$ cat src/design/sensor_sample_ring_buffer_defines.svh
// Assertion helpers shared by the ring buffer top level.
`ifndef SENSOR_SAMPLE_RING_BUFFER_DEFINES_SVH
`define SENSOR_SAMPLE_RING_BUFFER_DEFINES_SVH

// Clocked assertion, switched off while reset is held.
`define SSRB_ASSERT(label, prop, msg) \
    label: assert property (@(posedge i_clk) disable iff (!i_rst_n) (prop)) else $error(msg);

// Condition that must never be seen at a clock edge outside reset.
`define SSRB_NEVER(label, cond, msg) \
    `SSRB_ASSERT(label, !(cond), msg)

`endif

$ cat src/design/ssrb_pkg.sv
// ----------------------------------------------------------------------------
// ssrb_pkg
// Types and fixed constants of the sensor sample ring buffer.
// ----------------------------------------------------------------------------
package ssrb_pkg;

    localparam int REQ_N_W     = 7;   // width of a read length
    localparam int RES_CNT_W   = 9;   // width of the reported unread count
    localparam int QUEUE_DEPTH = 4;   // entries between front and back

    typedef struct packed {
        logic [7:0]  tag;
        logic [15:0] word_a;
        logic [15:0] word_b;
        logic [15:0] word_c;
    } t_sample;

    typedef struct packed {
        logic               func;
        logic [7:0]         tag_in;
        logic [15:0]        word_a_in;
        logic [15:0]        word_b_in;
        logic [15:0]        word_c_in;
        logic [REQ_N_W-1:0] read_count;
    } t_req;

    typedef struct packed {
        logic                 accepted;
        logic [7:0]           tag_out;
        logic [15:0]          word_a_out;
        logic [15:0]          word_b_out;
        logic [15:0]          word_c_out;
        logic                 last;
        logic [RES_CNT_W-1:0] unread_after;
    } t_res;

    typedef enum logic {
        FUNC_PUSH = 1'b0,
        FUNC_READ = 1'b1
    } t_func;

    typedef enum logic [1:0] {
        OP_PUSH,
        OP_READ,
        OP_REJECT
    } t_op;

    typedef struct packed {
        t_op                op;
        logic [REQ_N_W-1:0] n;
        t_sample            sample;
    } t_cmd;

    typedef enum logic {
        BK_IDLE,
        BK_BURST
    } t_back_state;

endpackage

$ cat src/design/ssrb_front.sv
// ----------------------------------------------------------------------------
// ssrb_front
// Takes requests, keeps the ring pointers and count, and classifies each
// request into a push, a served read or a rejected read for the back end.
// ----------------------------------------------------------------------------
module ssrb_front import ssrb_pkg::*; #(
    parameter int DEPTH     = 512,
    parameter int MAX_BURST = 64
) (
    input  logic                       i_clk,
    input  logic                       i_rst_n,
    input  logic                       start,
    input  t_req                       i_req,
    input  logic                       i_full,
    output logic                       busy,
    output logic                       o_push,
    output t_cmd                       o_cmd,
    output logic [$clog2(DEPTH)-1:0]   o_addr,
    output logic [$clog2(DEPTH)-1:0]   o_cnt,
    output logic [$clog2(DEPTH)-1:0]   o_unread
);

    localparam int AW = $clog2(DEPTH);
    localparam int SW = AW + REQ_N_W;
    localparam logic [AW-1:0] LAST_SLOT = AW'(DEPTH - 1);
    localparam logic [SW-1:0] DEPTH_S   = SW'(DEPTH);

    logic [AW-1:0] r_wr_pos, n_wr_pos;
    logic [AW-1:0] r_rd_pos, n_rd_pos;
    logic [AW-1:0] r_count,  n_count;

    logic          accept;
    logic          ring_full;
    logic          read_bad;
    logic [SW-1:0] rd_sum;
    logic [SW-1:0] rd_wrap;

    assign busy     = i_full;
    assign accept   = start && !i_full;
    assign o_push   = accept;
    assign o_unread = r_count;

    assign ring_full = (r_count == LAST_SLOT);
    assign read_bad  = (i_req.read_count == '0)
                    || (i_req.read_count > REQ_N_W'(MAX_BURST))
                    || ({{AW{1'b0}}, i_req.read_count} > {{REQ_N_W{1'b0}}, r_count});
    // A served read never passes more than DEPTH-1 slots, so one subtract wraps it.
    assign rd_sum  = {{REQ_N_W{1'b0}}, r_rd_pos} + {{AW{1'b0}}, i_req.read_count};
    assign rd_wrap = (rd_sum >= DEPTH_S) ? (rd_sum - DEPTH_S) : rd_sum;

    always_comb begin
        n_wr_pos          = r_wr_pos;
        n_rd_pos          = r_rd_pos;
        n_count           = r_count;
        o_cmd.op          = OP_REJECT;
        o_cmd.n           = i_req.read_count;
        o_cmd.sample      = '{tag: i_req.tag_in, word_a: i_req.word_a_in,
                              word_b: i_req.word_b_in, word_c: i_req.word_c_in};
        o_addr            = r_rd_pos;
        o_cnt             = r_count;
        unique case (t_func'(i_req.func))
            FUNC_PUSH: begin
                o_cmd.op = OP_PUSH;
                o_addr   = r_wr_pos;
                n_wr_pos = (r_wr_pos == LAST_SLOT) ? '0 : r_wr_pos + 1'b1;
                if (ring_full) begin
                    // The oldest sample is dropped to make room.
                    n_rd_pos = (r_rd_pos == LAST_SLOT) ? '0 : r_rd_pos + 1'b1;
                end else begin
                    n_count = r_count + 1'b1;
                end
            end
            FUNC_READ: begin
                if (!read_bad) begin
                    o_cmd.op = OP_READ;
                    n_rd_pos = rd_wrap[AW-1:0];
                    n_count  = r_count - AW'(i_req.read_count);
                end
            end
            default: begin
                o_cmd.op = OP_REJECT;
            end
        endcase
    end

    always_ff @(posedge i_clk) begin
        if (!i_rst_n) begin
            r_wr_pos <= '0;
            r_rd_pos <= '0;
            r_count  <= '0;
        end else if (accept) begin
            r_wr_pos <= n_wr_pos;
            r_rd_pos <= n_rd_pos;
            r_count  <= n_count;
        end
    end

endmodule

$ cat config.mk
export PLATFORM = sky130hd
export DESIGN_NAME = ssrb_front
export DESIGN_NICKNAME = d
export VERILOG_FILES = /design/src/design/sensor_sample_ring_buffer_defines.svh /design/src/design/ssrb_pkg.sv /design/src/design/ssrb_front.sv
export SDC_FILE = /design/constraint.sdc
export NUM_CORES = 1
export LEC_CHECK = 0
export ABC_AREA = 1
export ABC_CLOCK_PERIOD_IN_PS = 2230
export BUFFER_PORTS_ARGS = -buffer_cell sky130_fd_sc_hd__clkbuf_2
export CAP_MARGIN = 10
export CORE_MARGIN = 2
export CORE_UTILIZATION = 46
export DETAILED_ROUTE_END_ITERATION = 7
export PLACE_DENSITY = 0.92
export SLEW_MARGIN = 25
export SYNTH_ARGS = -nofsm -noshare
export SYNTH_HDL_FRONTEND = slang
export SYNTH_SLANG_ARGS = --single-unit
$ cat constraint.sdc
create_clock -name i_clk -period 2.23 [get_ports i_clk]
set_clock_uncertainty 0.2 [all_clocks]
set_input_delay 0.446 -clock i_clk [delete_from_list [all_inputs] [get_ports i_clk]]
set_output_delay 0.446 -clock i_clk [all_outputs]
set_load 0.01 [all_outputs]
# Word level (Yosys, flattened, before mapping)
# Cells that the tools add are included.
# totals
ff_bits	27
elab_cells	39
# op_classes
n_addsub	6
order_cmp	3
n_eq_ne	6
mux	12
bitwise_logic	1
reduce_logical	8
# ops
cell	count
$mux W9	8
$pmux W9 S2	2
$add A9 B1 Y9 const B	3
$eq A9 B9 Y1 const B	3
$add A9 B7 Y10	1
$ge A10 B10 Y1 const B	1
$gt A7 B9 Y1	1
$sub A9 B1 Y9 const B	1
$sub A9 B7 Y9	1
$gt A7 B7 Y1 const B	1
$logic_not A7 Y1	1
$ne A2 B2 Y1 const B	3
$reduce_and A3 Y1	2
$pmux W2 S2	1
$logic_or A1 B1 Y1	2
$mux W2	1
$reduce_and A2 Y1	1
$logic_and A1 B1 Y1	1
$logic_not A1 Y1	1
$not A1 Y1	1

# Logic depth before layout (Yosys ltp)
# Gate-level depths: netlist of run 1.
# depth
ltp_word	5
depth_mapped	15

# Worst setup path after synthesis of run 1
# No wires, ideal clock.
# synth_timing
path_kind	reg-to-reg
startpoint	register r_count[0] (netlist: o_cnt[0])
endpoint	register r_count[7] (netlist: o_cnt[7])
t_arrival_ps	1779
setup_slack_ps	136
stages_incl_launch_ff	14
n_path_buf	1
synth_period_minus_slack_ps	2094
path_cell_list	dfxtp_1 ha_1 nand2_1 nor2_1 nand4_1 nor2_1 ha_1 nor2_1 inv_1 nand2_2 buf_6 nand3_1 nand2_1 nor2_1
# synth_between
elab_chain_cells	4
elab_cells_between_ends	11
classes_between	add/sub (2); order compare (1); eq/ne (3); mux (3); reduce/logical (2)
# synth_lines
element	line	source
start, declared	ssrb_front.sv:30	logic [AW-1:0] r_count, n_count;
start signal, assigned	ssrb_front.sv:94	r_count <= n_count;
$gt A7 B9 Y1	ssrb_front.sv:46	|| ({{AW{1'b0}}, i_req.read_count} > {{REQ_N_W{1'b0}}, r_count});
$logic_or A1 B1 Y1	ssrb_front.sv:46	
$ne A2 B2 Y1 (no source line)	n/a	
$reduce_and A3 Y1 (no source line)	n/a	
# Parallel ways exist; a longest one is shown, timed or not. The select of a mux whose other input is x is not followed.
# A chain may end at the register's enable or synchronous reset.

==> results of run 1 <==
[report_power, final]
part	internal (W)	leakage, nW	switching (W)
Sequential	0.000498	0.224	0.0000248
Combinational	0.000204	1.46	0.000281
Clock	0.000125	0.0255	0.000164
[cells by family after synthesis]
kind of cell | Yosys count | share of synthesized area, %
simple gates | 234 | 33.7
buf+inv | 134 | 26.6
flops | 27 | 17.7
fa+ha+maj | 22 | 9.52
xor+xnor | 6 | 1.72
compound gates | 61 | 10.8
[stage by stage]
step                      power, W  area [sq um]  hold WS [ps]
after global placement    0.000940          3030           258
after CTS                  0.00127          3200           289
after detailed placement  0.000958          3030           274
after floorplan           0.000918          3050           243
after global routing       0.00137          3310           329
final                      0.00130          3310           287
[worst min path at each step]
stage	end	slack (ps)	cells after the start
after global routing	r_rd_pos[0]$_SDFFE_PN0P_	330	2
after detailed placement	r_wr_pos[8]$_SDFFE_PN0P_	270	2
after CTS	r_wr_pos[8]$_SDFFE_PN0P_	290	2
final	r_wr_pos[8]$_SDFFE_PN0P_	290	2
after global placement	r_wr_pos[8]$_SDFFE_PN0P_	260	2
after floorplan	r_wr_pos[8]$_SDFFE_PN0P_	240	2
[worst max-delay path: stages (launching register included)]
cell	delay, ps
dfxtp_2	340
buf_6	120
ha_4	260
nand2_2	40
nor2_2	100
nand3_1	100
nand3_2	110
nand2_2	80
nand2_4	80
inv_2	40
buf_6	110
[routing by layer]
| layer | GRT usage, % | routed length (um) | vias up |
|---|---|---|---|
| li1 | - | - | 1507 |
| met1 | 25.4 | 3270 | 1459 |
| met2 | 38.6 | 4080 | 175 |
| met3 | 3.79 | 614 | 34 |
| met4 | 7.65 | 299 | 0 |
| met5 | 0 | 0 | - |
[what timing repair did]
action	4_1_cts	5_1_grt
setup endpoints to repair	8	25
pin swaps	7	13
gates resized for setup	21	23
setup buffers	4	4
[sequential cells by signal, summed over array words and instances, names as in the netlist]
| signal | flops |
|---|---|
| r_wr_pos | 9 |
| r_rd_pos | 9 |
| o_cnt | 9 |
[layout by cell type, fill, tap and decap left out, types with 3 or more instances in the layout]
cell      instances
nand2_1         105
o21ai_0          17
ha_4              6
o22ai_1           3
a21oi_1          30
clkbuf_2         47
dfxtp_1          19
inv_2             3
nand4_1           9
dfxtp_4           5
nor2_4            3
nor3_1            5
clkbuf_8          3
dfxtp_2           3
buf_4            41
nand2_2           8
nor2_2            4
xor2_1            5
ha_1             12
nor2_1           52
nand3_1          40
inv_1            48
[area by class of cell]
class                      count  area share, %
clock inverter                 1          0.151
tap                           77           2.91
inverter                      51           5.79
multi-input combinational    323           55.6
clock buffer                   3           1.25
sequential                    27           17.0
timing repair buffer          91           17.2
==> metrics.md, run 1 <==
| Metric | Value |
|---|---|
| Status | finished with violations |
| Failing checks | setup timing |
| Register clock-pin slew on the reported worst setup and hold paths | 100 ps |
| Clk buf depth | 2 |
| Hold_sp | r_wr_pos[8]$_SDFFE_PN0P_ |
| Vias in the first global route | 2825 |
| Final min period | 2310 ps |
| Die width | 85.4 um |
| Yosys warnings | 0 |
| Die area | 7300 sq um |
| Crit path to | o_cmd[64] |
| Max-slew headroom | 71.6% |
| Setup crit end kind | primary output |
| Avg Inst Size Synth | 6.30 sq um |
| DR iter-0 viols | 234 |
| Routed WL | 8.26 mm |
| Cell area after synthesis | 3050 sq um |
| Setup TNS | -150 ps |
| Synth top area share | 18.0% |
| Remaining antenna violation count | 0 |
| Maximum clock rate | 432 MHz |
| Worst-Margin Slew | 426 ps |
| Final std cells w/o fill | 573 |
| Die H | 85.4 um |
| Hold Buf Count CTS | 0 |
| CP Launch Type | register |
| DR WL/cell | 14.4 um |
| Ranking of synthesized cells by area | buf_4, dfxtp_1, nand2_1 |
| CP arrival | 1670 ps |
| Cell taking the most area after synthesis | buf_4 |
| Area occupied by multi-input gates | 1840 sq um |
| FP Rows | 29 |
| Nets | 587 |
| Storage element area | 563 sq um |
| Core Util, Final | 51.8% |
| Starting Density | 47.8% |
| GRT overflow | 0 |
| Final setup margin | -83.7 ps |
| PD cells | 392 nW/um^2 |
| Share of the yosys chip area belonging to registers | 17.7% |
| H-tree depth | 1 |
| Worst vdd ir | 325 uV |
| Crit-path max FO | 2 |
| Total core area | 6390 sq um |
| GPL Wtd Cong | 1.01 |
| Critical Path RT | 1580 ps |
| Fillers | 574 |
| Diode count | 0 |
| Worst r2r src | o_cnt[2]$_SDFFE_PN0P_ |
| DRC Markers | 0 |
| Pleak | 1.71 nW |
| Reg2Reg Setup Slack | 100 ps |
| Placed Cells incl. Taps | 561 |
| Vias | 3175 |
| PortBufs | 49 |
| Primary FF master, synth | dfxtp_1 |
| Most frequent cell after synthesis | nand2_1 |
| DRT Pass-1 Iters | 6 |
| Mapped Nets | 574 |
| Fin crit share | 104% |
| Vias per cell | 5.54 |
| GRT Overall Usage | 21.5% |
| RSZ-0062 raised after global routing | true |
| Worst min path class | reg2reg |
| CTS tree | yes |
| Crit path from | o_cnt[1]$_SDFFE_PN0P_ |
| Seq cells post-synth | 27 |
| Layout cells sized above 1 | 28.0% |
| RR Endpoint | r_rd_pos[5]$_SDFFE_PN0P_ |
| Post-synthesis async set-or-reset flop share | 0% |
| Synth cell types | 34 |
| Setup CP Type | reg2out |
| Max Slew Vio Count | 0 |
| Clk_lat worst skew | 280 ps |
| Area Growth Syn to Fin | 8.45% |
| Final Hold Viols | 0 |
| Root Buffer | clkbuf_8 |
| Commonest cells in the netlist | nand2_1, buf_4, nor2_1 |
| Final setup viols | 2 |
| Global-route wire length before repair | 12.8 mm |
| Gate Count Post-Synth | 484 |
| Total of max-cap violations | 0 |
| IO Pins | 162 |
| Hpwl dp | 6.23 mm |
| TritonCTS Buffers | 3 |
| Num Clock Sinks | 27 |
| Worst-case reg-to-reg path depth | 15 |
| Largest net degree at the start of global routing | 19 |
| Dpl ws | -98.1 ps |
| Initial antenna violation count | 0 |
| Post-synth EDFFs | 0 |
(Power assumes the default switching activity.)
==> run 2: changes to the inputs <==
--- a/config.mk
+++ b/config.mk
@@ -7,7 +7,7 @@
 export LEC_CHECK = 0
 export ABC_AREA = 1
 export ABC_CLOCK_PERIOD_IN_PS = 2230
-export BUFFER_PORTS_ARGS = -buffer_cell sky130_fd_sc_hd__clkbuf_2
+export BUFFER_PORTS_ARGS = -buffer_cell sky130_fd_sc_hd__buf_2
 export CAP_MARGIN = 10
 export CORE_MARGIN = 2
 export CORE_UTILIZATION = 46
==> run 2 against run 1 <==
  * The flow still finishes with violations (setup timing)
  * Clock-buffer cell count unchanged
  * Worst hold slack better by 2.3 ps
  * Sequential power about the same
  * Final area up 1.9%
  * Non-clock buffer count up 5
  * Wire length up 4.0%
  * Via count up 0.13%
  * Critical path type unchanged
  * Largest power group unchanged
  * Highest routed layer unchanged
==> metrics.md, run 2 (synthesis results as in run 1) <==
| Metric | Value |
|---|---|
| Worst r2r src | o_cnt[2]$_SDFFE_PN0P_ |
| Area Growth Syn to Fin | 10.5% |
| DRT Pass-1 Iters | 6 |
| Core Util, Final | 52.8% |
| Vias in the first global route | 2750 |
| CP arrival | 1670 ps |
| Layout cells sized above 1 | 29.5% |
| Worst min path class | reg2reg |
| Global-route wire length before repair | 13.1 mm |
| Fillers | 594 |
| DR iter-0 viols | 257 |
| Maximum clock rate | 431 MHz |
| RSZ-0062 raised after global routing | true |
| Vias | 3179 |
| Worst-case reg-to-reg path depth | 15 |
| Crit path from | o_cnt[2]$_SDFFE_PN0P_ |
| Die H | 85.4 um |
| Setup TNS | -170 ps |
| TritonCTS Buffers | 3 |
| Highest-count cells in the layout ignoring fill and taps | nand2_1, nor2_1, inv_1, buf_2, buf_4 |
| Initial antenna violation count | 0 |
| Diode count | 0 |
| Crit path to | o_cmd[63] |
| Hpwl dp | 6.09 mm |
| Worst vdd ir | 338 uV |
| Final setup margin | -90.2 ps |
| Max Slew Vio Count | 0 |
| Setup CP Type | reg2out |
| PortBufs | 49 |
| Worst-Margin Slew | 372 ps |
| Vias per cell | 5.50 |
| Num Clock Sinks | 27 |
| Final min period | 2320 ps |
| Total of max-cap violations | 0 |
| Starting Density | 47.8% |
| Register clock-pin slew on the reported worst setup and hold paths | 110 ps |
| Commonest non-fill, non-tap cell in the layout | nand2_1 |
| CP Launch Type | register |
| Pleak | 1.76 nW |
| GPL Wtd Cong | 0.973 |
| Hold Buf Count CTS | 0 |
| Total core area | 6390 sq um |
| Remaining antenna violation count | 0 |
| Reg2Reg Setup Slack | 10 ps |
| H-tree depth | 1 |
| GRT Overall Usage | 21.9% |
| Storage element area | 558 sq um |
| CTS tree | yes |
| Critical Path RT | 1580 ps |
| Overall power | 0.00134 W |
| Clk_lat worst skew | 280 ps |
| Status | finished with violations |
| Die area | 7300 sq um |
| Failing checks | setup timing |
| Nets | 592 |
| Largest net degree at the start of global routing | 21 |
| Clk buf depth | 2 |
| Final Hold Viols | 0 |
| IO Pins | 162 |
| Die width | 85.4 um |
| Area occupied by multi-input gates | 1870 sq um |
| Crit-path max FO | 4 |
| Routed WL | 8.59 mm |
| FP Rows | 29 |
| GRT overflow | 0 |
| Setup crit end kind | primary output |
| Max-slew headroom | 75.2% |
| PD cells | 398 nW/um^2 |
| Root Buffer | clkbuf_8 |
| RR Endpoint | o_cnt[6]$_SDFFE_PN0P_ |
| DRC Markers | 0 |
| DR WL/cell | 14.9 um |
| Fin crit share | 104% |
| Final setup viols | 2 |
run 2: cell count changes in the layout (fill, tap and decap cells not counted), sizes merged:
cell and change:
buf +52, clkbuf -47, clkinv -1, clkinvlp +1
run 2: cell type report:
type | instances | share of cell area, %
multi-input cells | 323 | 55.3
repair buffers | 96 | 18.1
flip-flops and latches | 27 | 16.5
inverters | 51 | 5.68
well taps | 77 | 2.86
clock buffers | 3 | 1.22
clock inverters | 1 | 0.223
run 2: routing by layer:
metal	track usage [%]	share of wire, %	vias to the layer above
li1	-	-	1513
met1	27.1	40	1448
met2	39.0	50	183
met3	4.18	7.1	35
met4	4.91	2.5	0
met5	0	0	-
run 2: worst min path at each step:
stage / start / endpoint / slack, ps / cells after the start
global route: r_wr_pos[8]$_SDFFE_PN0P_ / r_wr_pos[8]$_SDFFE_PN0P_ / 310 / 2
global placement: r_wr_pos[8]$_SDFFE_PN0P_ / r_wr_pos[8]$_SDFFE_PN0P_ / 260 / 2
CTS: r_wr_pos[8]$_SDFFE_PN0P_ / r_wr_pos[8]$_SDFFE_PN0P_ / 290 / 2
detailed placement: r_wr_pos[8]$_SDFFE_PN0P_ / r_wr_pos[8]$_SDFFE_PN0P_ / 270 / 2
finish: r_wr_pos[8]$_SDFFE_PN0P_ / r_wr_pos[8]$_SDFFE_PN0P_ / 290 / 2
floorplan: r_wr_pos[8]$_SDFFE_PN0P_ / r_wr_pos[8]$_SDFFE_PN0P_ / 240 / 2
run 2: power breakdown:
| part | switching (W) | internal (W) |
|---|---|---|
| logic | 0.000296 | 0.000221 |
| clock network | 0.000174 | 0.000127 |
| registers | 0.0000236 | 0.000499 |
run 2: worst max-delay path, stage by stage, from the launching register on:
cell and delay, ps:
dfxtp_4 380, ha_4 300, nand2_2 60, nand2_1 80, nand2_2 70, nand2_1 60
nand2_1 60, nand3_2 90, nand3_2 100, inv_1 80, buf_2 120
run 2: timing repair:
item	4_1_cts	5_1_grt
buffers inserted	10	5
endpoints found under the setup margin	7	21
pin swaps	7	15
gates resized for setup	23	23
run 2: stage by stage:
| step | instance area, sq um | setup slack [ps] | cells | hold slack, ps |
|---|---|---|---|---|
| 6_report | 3370 | -90.2 | 578 | 290 |
| 5_1_grt | 3370 | -175 | 578 | 309 |
| 4_1_cts | 3250 | -31.4 | 574 | 291 |
| 3_5_place_dp | 3020 | -106 | 560 | 273 |
| 3_3_place_gp | 3020 | -48.5 | 560 | 258 |
| 2_1_floorplan | 3050 | 136 | 484 | 243 |
