==> config.mk <==
export PLATFORM = sky130hd
export DESIGN_NAME = ssrb_queue
export DESIGN_NICKNAME = d
export VERILOG_FILES = /design/src/design/sensor_sample_ring_buffer_defines.svh /design/src/design/ssrb_pkg.sv /design/src/design/ssrb_queue.sv
export SDC_FILE = /design/constraint.sdc
export NUM_CORES = 1
export LEC_CHECK = 0
export ABC_CLOCK_PERIOD_IN_PS = 7800
export BUFFER_PORTS_ARGS = -buffer_cell sky130_fd_sc_hd__clkbuf_2
export CAP_MARGIN = 10
export CORE_ASPECT_RATIO = 1.2
export CORE_UTILIZATION = 45
export DETAILED_ROUTE_END_ITERATION = 8
export PLACE_DENSITY = 0.72
export SLEW_MARGIN = 10
export SYNTH_ARGS = -nofsm -noshare
export SYNTH_HDL_FRONTEND = slang
export SYNTH_SLANG_ARGS = --single-unit
==> constraint.sdc <==
create_clock -name i_clk -period 7.8 [get_ports i_clk]
set_input_delay 0.39 -clock i_clk [delete_from_list [all_inputs] [get_ports i_clk]]
set_output_delay 0.39 -clock i_clk [all_outputs]
set_load 0.03 [all_outputs]
==> src/design/sensor_sample_ring_buffer_defines.svh <==
// Assertion helpers shared by the ring buffer top level.
`ifndef SENSOR_SAMPLE_RING_BUFFER_DEFINES_SVH
`define SENSOR_SAMPLE_RING_BUFFER_DEFINES_SVH

// Clocked assertion, switched off while reset is held.
`define SSRB_ASSERT(label, prop, msg) \
    label: assert property (@(posedge i_clk) disable iff (!i_rst_n) (prop)) else $error(msg);

// Condition that must never be seen at a clock edge outside reset.
`define SSRB_NEVER(label, cond, msg) \
    `SSRB_ASSERT(label, !(cond), msg)

`endif

==> src/design/ssrb_pkg.sv <==
// ----------------------------------------------------------------------------
// ssrb_pkg
// Types and fixed constants of the sensor sample ring buffer.
// ----------------------------------------------------------------------------
package ssrb_pkg;

    localparam int REQ_N_W     = 7;   // width of a read length
    localparam int RES_CNT_W   = 9;   // width of the reported unread count
    localparam int QUEUE_DEPTH = 4;   // entries between front and back

    typedef struct packed {
        logic [7:0]  tag;
        logic [15:0] word_a;
        logic [15:0] word_b;
        logic [15:0] word_c;
    } t_sample;

    typedef struct packed {
        logic               func;
        logic [7:0]         tag_in;
        logic [15:0]        word_a_in;
        logic [15:0]        word_b_in;
        logic [15:0]        word_c_in;
        logic [REQ_N_W-1:0] read_count;
    } t_req;

    typedef struct packed {
        logic                 accepted;
        logic [7:0]           tag_out;
        logic [15:0]          word_a_out;
        logic [15:0]          word_b_out;
        logic [15:0]          word_c_out;
        logic                 last;
        logic [RES_CNT_W-1:0] unread_after;
    } t_res;

    typedef enum logic {
        FUNC_PUSH = 1'b0,
        FUNC_READ = 1'b1
    } t_func;

    typedef enum logic [1:0] {
        OP_PUSH,
        OP_READ,
        OP_REJECT
    } t_op;

    typedef struct packed {
        t_op                op;
        logic [REQ_N_W-1:0] n;
        t_sample            sample;
    } t_cmd;

    typedef enum logic {
        BK_IDLE,
        BK_BURST
    } t_back_state;

endpackage

==> src/design/ssrb_queue.sv <==
// ----------------------------------------------------------------------------
// ssrb_queue
// Short command queue that lets the front end run ahead of the back end.
// ----------------------------------------------------------------------------
module ssrb_queue import ssrb_pkg::*; #(
    parameter int AW = 9
) (
    input  logic          i_clk,
    input  logic          i_rst_n,
    input  logic          i_push,
    input  t_cmd          i_cmd,
    input  logic [AW-1:0] i_addr,
    input  logic [AW-1:0] i_cnt,
    input  logic          i_pop,
    output logic          o_full,
    output logic          o_empty,
    output t_cmd          o_cmd,
    output logic [AW-1:0] o_addr,
    output logic [AW-1:0] o_cnt
);

    localparam int QW = $clog2(QUEUE_DEPTH);
    localparam int FW = $clog2(QUEUE_DEPTH + 1);

    t_cmd          r_cmd_q  [QUEUE_DEPTH];
    logic [AW-1:0] r_addr_q [QUEUE_DEPTH];
    logic [AW-1:0] r_cnt_q  [QUEUE_DEPTH];
    logic [QW-1:0] r_wp, r_rp;
    logic [FW-1:0] r_fill;

    assign o_full  = (r_fill == FW'(QUEUE_DEPTH));
    assign o_empty = (r_fill == '0);
    assign o_cmd   = r_cmd_q[r_rp];
    assign o_addr  = r_addr_q[r_rp];
    assign o_cnt   = r_cnt_q[r_rp];

    always_ff @(posedge i_clk) begin
        if (i_push) begin
            r_cmd_q[r_wp]  <= i_cmd;
            r_addr_q[r_wp] <= i_addr;
            r_cnt_q[r_wp]  <= i_cnt;
        end
    end

    always_ff @(posedge i_clk) begin
        if (!i_rst_n) begin
            r_wp   <= '0;
            r_rp   <= '0;
            r_fill <= '0;
        end else begin
            if (i_push) begin
                r_wp <= r_wp + 1'b1;
            end
            if (i_pop) begin
                r_rp <= r_rp + 1'b1;
            end
            if (i_push && !i_pop) begin
                r_fill <= r_fill + 1'b1;
            end else if (i_pop && !i_push) begin
                r_fill <= r_fill - 1'b1;
            end
        end
    end

endmodule

---- Yosys cells after proc, flatten, opt, wreduce, memory -nomap -nowiden ----
Memory sizes are Yosys's and may differ from the RTL's. A register that Yosys moved wholly into a read port is not among the register bits.
Cells that the tools add are included.
Widths: inputs -> output; s select.
storage, ports and cells
  flip-flop bits (word level) ............. 7
  memories kept ........................... 3
  output and inout port bits .............. 85
  bits of input ports ..................... 87
  RAM bits ................................ 332
cells by class
  $add $sub $neg .......................... 4
  equal/unequal tests ..................... 1
  mux-type cells .......................... 10
  reductions and logical operators ........ 6
memory list
  name      depth  width  rd ports  clocked after Yosys merged registers in  write ports  line              RTL
  r_cmd_q   4      65     1         1                                        1            ssrb_queue.sv:25  t_cmd r_cmd_q [QUEUE_DEPTH];
  r_addr_q  4      9      1         1                                        1            ssrb_queue.sv:26  logic [AW-1:0] r_addr_q [QUEUE_DEPTH];
  r_cnt_q   4      9      1         1                                        1            ssrb_queue.sv:27  logic [AW-1:0] r_cnt_q [QUEUE_DEPTH];
operator list
  operator             number
  $mux 2               6
  $mux 3               2
  $add 2x1->2 const B  2
  $add 3x1->3 const B  1
  $eq 3x3->1 const B   1
  $logic_not 3->1      1
  $sub 3x1->3 const B  1
  $logic_and 1x1->1    2
  $logic_not 1->1      2
  $mux 1               2
  $reduce_bool 2->1    1

---- Depth between registers and ports, before layout ----
Gate-level depths: netlist of the first run.
  depth after elaboration ................. 4
  gate-level depth with buffers ........... 7
  gate-level depth less buffers ........... 7

---- Worst setup path before layout of the first run ----
Ideal clock, no wire load.
  path kind ............................... register to register
  start ................................... reg r_wp[0]
  end ..................................... mem r_addr_q[0][0], enable pin
  arrival time ............................ 2471 ps
  path slack .............................. 4878 ps
  stages on the path, launching flop included .. 4
  cells stage by stage .................... dfxtp_1 > inv_1 > ha_1 > and2_1
RTL lines
  item                    line              RTL
  from (decl)             ssrb_queue.sv:28  logic [QW-1:0] r_wp, r_rp;
  from (signal assigned)  ssrb_queue.sv:52  r_wp <= r_wp + 1'b1;
  to (decl)               ssrb_queue.sv:26
Straight into the memory's write port.

==> results of run 1 <==
[path summary, 6_finish.rpt]
check,endpoint,start,cells after the start,slack [ns]
max reg2reg,r_cmd_q[0][34],r_wp[0],4,5.55
min reg2reg,r_fill[2],r_fill[2],2,0.53
max,o_addr[4],register,3,4.33
min,r_cmd_q[1][10],i_cmd[10],1,0.11
[metrics by stage]
| stage | std cells | hold WS [ns] | instance area [µm²] | total power [mW] |
|---|---|---|---|---|
| final | 1033 | 0.111 | 14800 | 4.25 |
| after global routing | 1032 | 0.0915 | 14800 | 4.40 |
| after CTS | 1032 | 0.0892 | 14800 | 4.30 |
| after detailed placement | 975 | 0.517 | 13600 | 2.66 |
| after global placement | 975 | 0.483 | 13600 | 2.64 |
| after floorplan | 476 | 0.472 | 12400 | 2.51 |
[layout make-up]
type | instances | area [µm²] | share of cell area [%]
flip-flops and latches | 341 | 10200 | 68.8
clock inverters | 22 | 262 | 1.77
well taps | 340 | 425 | 2.88
diodes | 1 | 2.50 | 0.0169
clock buffers | 35 | 876 | 5.93
multi-input cells | 113 | 2130 | 14.4
inverters | 4 | 15.0 | 0.102
repair buffers | 177 | 901 | 6.10
[cells by family (layout without fill, tap and decap cells)]
| kind of cell | count (synthesis) | count (layout) |
|---|---|---|
| adders and majority gates | 6 | 6 |
| DFF | 341 | 341 |
| buffers and inverters | 22 | 238 |
| and+or+nand+nor | 15 | 15 |
| xor gates and xnor gates | 5 | 5 |
| other | 0 | 1 |
| muxes | 85 | 85 |
| AOI/OAI and AO/OA | 2 | 2 |
[routing by layer]
metal / part of all wire, % / track usage (%) / vias up
met5: 0 / 0 / -
met3: 6.4 / 4.31 / 40
met1: 40 / 19.9 / 2852
li1: - / - / 2417
met2: 51 / 27.3 / 167
met4: 2.4 / 5.52 / 0
[flip-flops by register name (all words and copies together) (netlist names), named ones only]
register and flops:
r_rp 2, r_wp 2, r_fill 3, r_cnt_q 36, r_addr_q 36, r_cmd_q 260
[synth_stat cells, drive strengths merged]
cell type / number
nor3: 1
a21boi: 1
mux2i: 2
dfxtp: 9
buf: 17
nor3b: 1
inv: 4
xor2: 3
mux4: 83
nor2b: 2
ha: 5
clkbuf: 1
o21ai: 1
xnor2: 2
or3: 1
and2: 9
fa: 1
edfxtp: 332
nand2: 1
[report_power, final]
group,internal (mW),switching (mW)
sequential,2.10,0.0433
clock,1.01,0.634
combinational,0.170,0.291
[worst max-delay path, delay by kind of cell (launching register included)]
kind / cells / cell delay [ns]
DFF: 1 / 0.99
buffers and inverters: 2 / 0.97
muxes: 1 / 0.59
==> impl_metrics.xml, run 1 <==
<?xml version="1.0" encoding="UTF-8"?>
<metrics>
  <group name="worst_setup_path">
    <metric name="worstPathMaxFanout" unit="">47</metric>
    <metric name="cp.required" unit="ns">7.41</metric>
    <metric name="critPathCaptureType" unit="">primary output</metric>
    <metric name="critical_path.cell_chain" unit="">buf_4, mux4_2, clkbuf_2</metric>
    <metric name="cp_data_arrival_time" unit="ns">3.08</metric>
    <metric name="timing.critical_path.from_type" unit="">register</metric>
    <metric name="cpPeakStageDelay" unit="ns">0.99</metric>
    <metric name="cp_slowest_cell" unit="">sky130_fd_sc_hd__dfxtp_4</metric>
    <metric name="worst-setup-path-type" unit="">register to primary output</metric>
  </group>
  <group name="synth">
    <metric name="yosys-mux-area-fraction" unit="%">15.2</metric>
    <metric name="synthesis.area_per_instance" unit="µm²">26.1</metric>
    <metric name="dominant_combinational_cell_family_by_area_after_synthesis" unit="">multiplexers</metric>
    <metric name="synth_top_cells_by_area" unit="">sky130_fd_sc_hd__edfxtp_1 80%, sky130_fd_sc_hd__mux4_2 15%, sky130_fd_sc_hd__dfxtp_1 1.5%, sky130_fd_sc_hd__buf_6 0.73%, sky130_fd_sc_hd__ha_1 0.50%</metric>
    <metric name="post_synth_num_cell_types" unit="">20</metric>
    <metric name="seq_area_frac_synth" unit="%">81.7</metric>
    <metric name="yosys.area.top_type" unit="">sky130_fd_sc_hd__edfxtp_1</metric>
    <metric name="synthesized_cell_area" unit="µm²">12400</metric>
    <metric name="synthCells" unit="">476</metric>
    <metric name="synth-seq-cells" unit="">341</metric>
    <metric name="synth_nets" unit="">569</metric>
    <metric name="yosys.area_share.adder" unit="%">0.665</metric>
    <metric name="synth_simple_gate_area_share" unit="%">0.735</metric>
    <metric name="ys.warnings.count" unit="">0</metric>
    <metric name="post-synth-top-area-fraction" unit="%">80.2</metric>
    <metric name="yosys.area_share.xor_xnor" unit="%">0.353</metric>
    <metric name="complex_gate_fraction_of_the_synthesized_area" unit="%">0.101</metric>
  </group>
  <group name="detailed_routing">
    <metric name="drt_pass1_iterations" unit="">4</metric>
    <metric name="first_iter_violations" unit="">331</metric>
    <metric name="vias" unit="">5476</metric>
    <metric name="remaining_drc_errors" unit="">0</metric>
    <metric name="detail_route.vias_per_cell" unit="">5.30</metric>
    <metric name="route.final.wire_length" unit="µm">22100</metric>
    <metric name="ant_nets" unit="">0</metric>
    <metric name="post_drt_wl_per_cell" unit="µm">21.4</metric>
  </group>
  <group name="clock_tree">
    <metric name="clk_root_buffer_cell" unit="">sky130_fd_sc_hd__clkbuf_16</metric>
    <metric name="post_cts_resize_count" unit="">0</metric>
    <metric name="max-clock-path-buffers" unit="">3</metric>
    <metric name="insertion_delay" unit="ns">0.49</metric>
    <metric name="cts.sinks" unit="">341</metric>
    <metric name="tritoncts_clock_tree" unit="">built</metric>
    <metric name="cts-buffers-inserted" unit="">34</metric>
    <metric name="clk_transition_reported_paths" unit="ns">0.06</metric>
    <metric name="cts_hold_buffers" unit="">0</metric>
    <metric name="setup_fix_buffers_added_after_clock_tree_synthesis" unit="">0</metric>
    <metric name="clock_tree.htree_level_count" unit="">2</metric>
  </group>
  <group name="run_status">
    <metric name="status" unit="">completed</metric>
  </group>
  <group name="global_route">
    <metric name="global_route_wire_length_before_repair" unit="µm">33900</metric>
    <metric name="first_global_vias" unit="">6088</metric>
    <metric name="largest_net_degree_at_the_start_of_global_routing" unit="">48</metric>
    <metric name="total_routing_usage_gr" unit="%">16.0</metric>
    <metric name="antenna_found_initial" unit="">0</metric>
    <metric name="grt-ovfl-total" unit="">0</metric>
  </group>
  <group name="place">
    <metric name="detailedPlace.worstSlack" unit="ns">4.70</metric>
    <metric name="detailed_place_hpwl" unit="µm">13300</metric>
    <metric name="finalWeightedCongestion" unit="">0.683</metric>
    <metric name="portBuffers" unit="">171</metric>
  </group>
  <group name="final_layout">
    <metric name="final_cell_mix" unit="">332 x sky130_fd_sc_hd__edfxtp_1, 171 x sky130_fd_sc_hd__clkbuf_2, 83 x sky130_fd_sc_hd__mux4_2</metric>
    <metric name="filler_cell_count" unit="">2040</metric>
    <metric name="final_core_utilization" unit="%">54.5</metric>
    <metric name="final_common_cell" unit="">sky130_fd_sc_hd__edfxtp_1</metric>
    <metric name="num-nets-final" unit="">764</metric>
    <metric name="post_route_cells_drive_above_1_share" unit="%">46.0</metric>
    <metric name="area_growth" unit="%">18.9</metric>
  </group>
  <group name="job">
    <metric name="maxCapViolations" unit="">0</metric>
  </group>
  <group name="floorplan">
    <metric name="pin_count" unit="">172</metric>
    <metric name="floorplan_die_height" unit="µm">184</metric>
    <metric name="core" unit="µm²">27100</metric>
    <metric name="start_util" unit="%">45.9</metric>
    <metric name="die_area" unit="µm²">28300</metric>
    <metric name="floorplan.rows" unit="">66</metric>
    <metric name="fp.dieW" unit="µm">154</metric>
  </group>
  <group name="timing">
    <metric name="layout_setup_ws" unit="ns">4.33</metric>
    <metric name="max_freq" unit="GHz">0.289</metric>
    <metric name="tightest_slew" unit="ns">0.958</metric>
    <metric name="relative_slew_slack" unit="%">36.1</metric>
    <metric name="final_period_minus_worst_setup_slack" unit="ns">3.47</metric>
    <metric name="rsz_0062_raised_after_global_routing" unit="">no</metric>
    <metric name="timing.final.crit_share" unit="%">44.4</metric>
    <metric name="final_hold_viol_count" unit="">0</metric>
    <metric name="final_setup_viols" unit="">0</metric>
    <metric name="fin_setup_tns" unit="ns">0</metric>
    <metric name="timing.final.max_slew_violations" unit="">0</metric>
    <metric name="final.setup_skew" unit="ns">0.0153</metric>
  </group>
  <group name="hold_path">
    <metric name="min_path_type" unit="">primary input to register</metric>
  </group>
  <group name="power_and_ir_drop">
    <metric name="ir_worst_vdd" unit="mV">0.153</metric>
    <metric name="power_density" unit="nW/µm²">288</metric>
    <metric name="static-leakage-power" unit="nW">5.02</metric>
  </group>
</metrics>
Power figures use the tool's default switching activity.
==> inputs of run 2 (changes only) <==
--- a/config.mk
+++ b/config.mk
@@ -5,7 +5,7 @@
 export SDC_FILE = /design/constraint.sdc
 export NUM_CORES = 1
 export LEC_CHECK = 0
-export ABC_CLOCK_PERIOD_IN_PS = 7800
+export ABC_CLOCK_PERIOD_IN_PS = 3340
 export BUFFER_PORTS_ARGS = -buffer_cell sky130_fd_sc_hd__clkbuf_2
 export CAP_MARGIN = 10
 export CORE_ASPECT_RATIO = 1.2
==> constraint.sdc (replaced) <==
create_clock -name i_clk -period 3.34 [get_ports i_clk]
set_input_delay 0.167 -clock i_clk [delete_from_list [all_inputs] [get_ports i_clk]]
set_output_delay 0.167 -clock i_clk [all_outputs]
set_load 0.03 [all_outputs]
==> impl_metrics.xml, run 2 (synthesis gave the netlist of run 1 again) <==
<?xml version="1.0" encoding="UTF-8"?>
<metrics>
  <group name="run_status">
    <metric name="status" unit="">completed</metric>
  </group>
  <group name="final_layout">
    <metric name="largest_register" unit="">r_cmd_q</metric>
    <metric name="insertedDiodeCount" unit="">0</metric>
    <metric name="multi_input_area" unit="µm²">2130</metric>
    <metric name="post_route_cells_drive_above_1_share" unit="%">40.4</metric>
    <metric name="final_cell_mix" unit="">332 x sky130_fd_sc_hd__edfxtp_1, 171 x sky130_fd_sc_hd__clkbuf_2, 84 x sky130_fd_sc_hd__dlygate4sd3_1</metric>
    <metric name="num-nets-final" unit="">850</metric>
    <metric name="flip_flop_count_of_the_largest_register_after_layout" unit="">260</metric>
    <metric name="area_growth" unit="%">26.2</metric>
    <metric name="largest_registers" unit="">r_cmd_q: 260 flops, r_addr_q: 36 flops, r_cnt_q: 36 flops</metric>
    <metric name="register_area" unit="µm²">10200</metric>
    <metric name="final_common_cell" unit="">sky130_fd_sc_hd__edfxtp_1</metric>
    <metric name="filler_cell_count" unit="">1958</metric>
  </group>
  <group name="clock_tree">
    <metric name="clk_root_buffer_cell" unit="">sky130_fd_sc_hd__clkbuf_16</metric>
    <metric name="tritoncts_clock_tree" unit="">built</metric>
    <metric name="max-clock-path-buffers" unit="">3</metric>
    <metric name="clock_tree.htree_level_count" unit="">2</metric>
    <metric name="cts.sinks" unit="">341</metric>
    <metric name="insertion_delay" unit="ns">0.50</metric>
    <metric name="clk_transition_reported_paths" unit="ns">0.06</metric>
    <metric name="cts-buffers-inserted" unit="">35</metric>
    <metric name="post_cts_resize_count" unit="">0</metric>
    <metric name="setup_fix_buffers_added_after_clock_tree_synthesis" unit="">0</metric>
  </group>
  <group name="detailed_routing">
    <metric name="post_drt_wl_per_cell" unit="µm">20.7</metric>
    <metric name="drt_pass1_iterations" unit="">4</metric>
    <metric name="vias" unit="">5883</metric>
    <metric name="remaining_drc_errors" unit="">0</metric>
    <metric name="first_iter_violations" unit="">269</metric>
    <metric name="detail_route.vias_per_cell" unit="">5.26</metric>
    <metric name="ant_nets" unit="">0</metric>
    <metric name="route.final.wire_length" unit="µm">23200</metric>
  </group>
  <group name="floorplan">
    <metric name="die_area" unit="µm²">28300</metric>
    <metric name="floorplan.rows" unit="">66</metric>
    <metric name="floorplan_die_height" unit="µm">184</metric>
    <metric name="start_util" unit="%">45.9</metric>
    <metric name="pin_count" unit="">172</metric>
    <metric name="core" unit="µm²">27100</metric>
    <metric name="fp.dieW" unit="µm">154</metric>
  </group>
  <group name="worst_setup_path">
    <metric name="cp_data_arrival_time" unit="ns">2.49</metric>
    <metric name="cpPeakStageDelay" unit="ns">0.72</metric>
    <metric name="worstPathMaxFanout" unit="">43</metric>
    <metric name="worst-setup-path-type" unit="">register to primary output</metric>
    <metric name="timing.critical_path.from_type" unit="">register</metric>
    <metric name="cp.required" unit="ns">3.17</metric>
    <metric name="critPathCaptureType" unit="">primary output</metric>
    <metric name="critical_path.cell_chain" unit="">buf_12, mux4_2, clkbuf_2</metric>
    <metric name="cp_slowest_cell" unit="">sky130_fd_sc_hd__dfxtp_4</metric>
  </group>
  <group name="timing">
    <metric name="final_setup_viols" unit="">0</metric>
    <metric name="max_freq" unit="GHz">0.377</metric>
    <metric name="timing.final.max_slew_violations" unit="">0</metric>
    <metric name="tightest_slew" unit="ns">0.679</metric>
    <metric name="relative_slew_slack" unit="%">54.8</metric>
    <metric name="timing.final.crit_share" unit="%">79.5</metric>
    <metric name="fin_setup_tns" unit="ns">0</metric>
    <metric name="rsz_0062_raised_after_global_routing" unit="">no</metric>
    <metric name="layout_setup_ws" unit="ns">0.686</metric>
    <metric name="final_hold_viol_count" unit="">0</metric>
    <metric name="final.setup_skew" unit="ns">0.0152</metric>
    <metric name="worst_hold_slack" unit="ns">0.0877</metric>
    <metric name="final_period_minus_worst_setup_slack" unit="ns">2.65</metric>
  </group>
  <group name="place">
    <metric name="detailed_place_hpwl" unit="µm">13200</metric>
    <metric name="portBuffers" unit="">171</metric>
    <metric name="finalWeightedCongestion" unit="">0.691</metric>
    <metric name="detailedPlace.worstSlack" unit="ns">1.15</metric>
  </group>
  <group name="global_route">
    <metric name="first_global_vias" unit="">6626</metric>
    <metric name="global_route_wire_length_before_repair" unit="µm">36100</metric>
    <metric name="largest_net_degree_at_the_start_of_global_routing" unit="">45</metric>
    <metric name="total_routing_usage_gr" unit="%">17.1</metric>
    <metric name="grt-ovfl-total" unit="">0</metric>
    <metric name="antenna_found_initial" unit="">0</metric>
  </group>
  <group name="power_and_ir_drop">
    <metric name="static-leakage-power" unit="nW">5.38</metric>
    <metric name="power_density" unit="nW/µm²">638</metric>
    <metric name="finalPower" unit="mW">10.0</metric>
    <metric name="ir_worst_vdd" unit="mV">0.493</metric>
  </group>
  <group name="job">
    <metric name="maxCapViolations" unit="">0</metric>
  </group>
  <group name="hold_path">
    <metric name="min_path_type" unit="">primary input to register</metric>
  </group>
</metrics>
-- run 2: layout make-up --
class	count	share of cell area (%)
sequential	341	64.8
clock inverter	13	1.09
clock buffer	45	6.10
tap	340	2.71
inverter	4	0.0958
multi-input combinational	113	13.6
timing repair buffer	262	11.6
-- run 2: worst paths after layout --
path | start | endpoint | slack [ns] | cells past startpoint
setup / recovery | register | o_cmd[25] | 0.69 | 3
hold / removal | i_pop | register | 0.09 | 3
setup reg to reg | r_wp[0] | r_addr_q[3][2] | 1.42 | 3
hold reg to reg | r_fill[2] | r_fill[2] | 0.55 | 2
-- run 2: power breakdown --
part	switching, mW	internal [mW]
Sequential	0.0880	4.91
Clock	1.48	2.32
Combinational	0.716	0.474
-- run 2: repair_timing --
item / in CTS / in global routing
endpoints found under the hold margin: 339 / 0
hold buffers: 84 / 0
setup endpoints to repair: 0 / 0
-- run 2: critical path: cells and delay by family (launching register included) --
family,cells,cell delay [ns]
flops,1,0.72
mux,1,0.59
buf+inv,2,0.58
-- run 2: through the flow --
stage	utilization (%)	std cells	area, µm²
after floorplan	-	476	12400
after global placement	50.6	976	13700
after detailed placement	50.6	976	13700
after CTS	57.9	1118	15700
after global routing	57.9	1118	15700
final	57.9	1118	15700
-- run 2: metal layers --
layer	track usage (%)	wire [µm]	vias to the layer above
li1	-	-	2599
met1	20.9	9230	3033
met2	29.9	12100	202
met3	3.32	1170	49
met4	6.92	664	0
met5	0	0	-
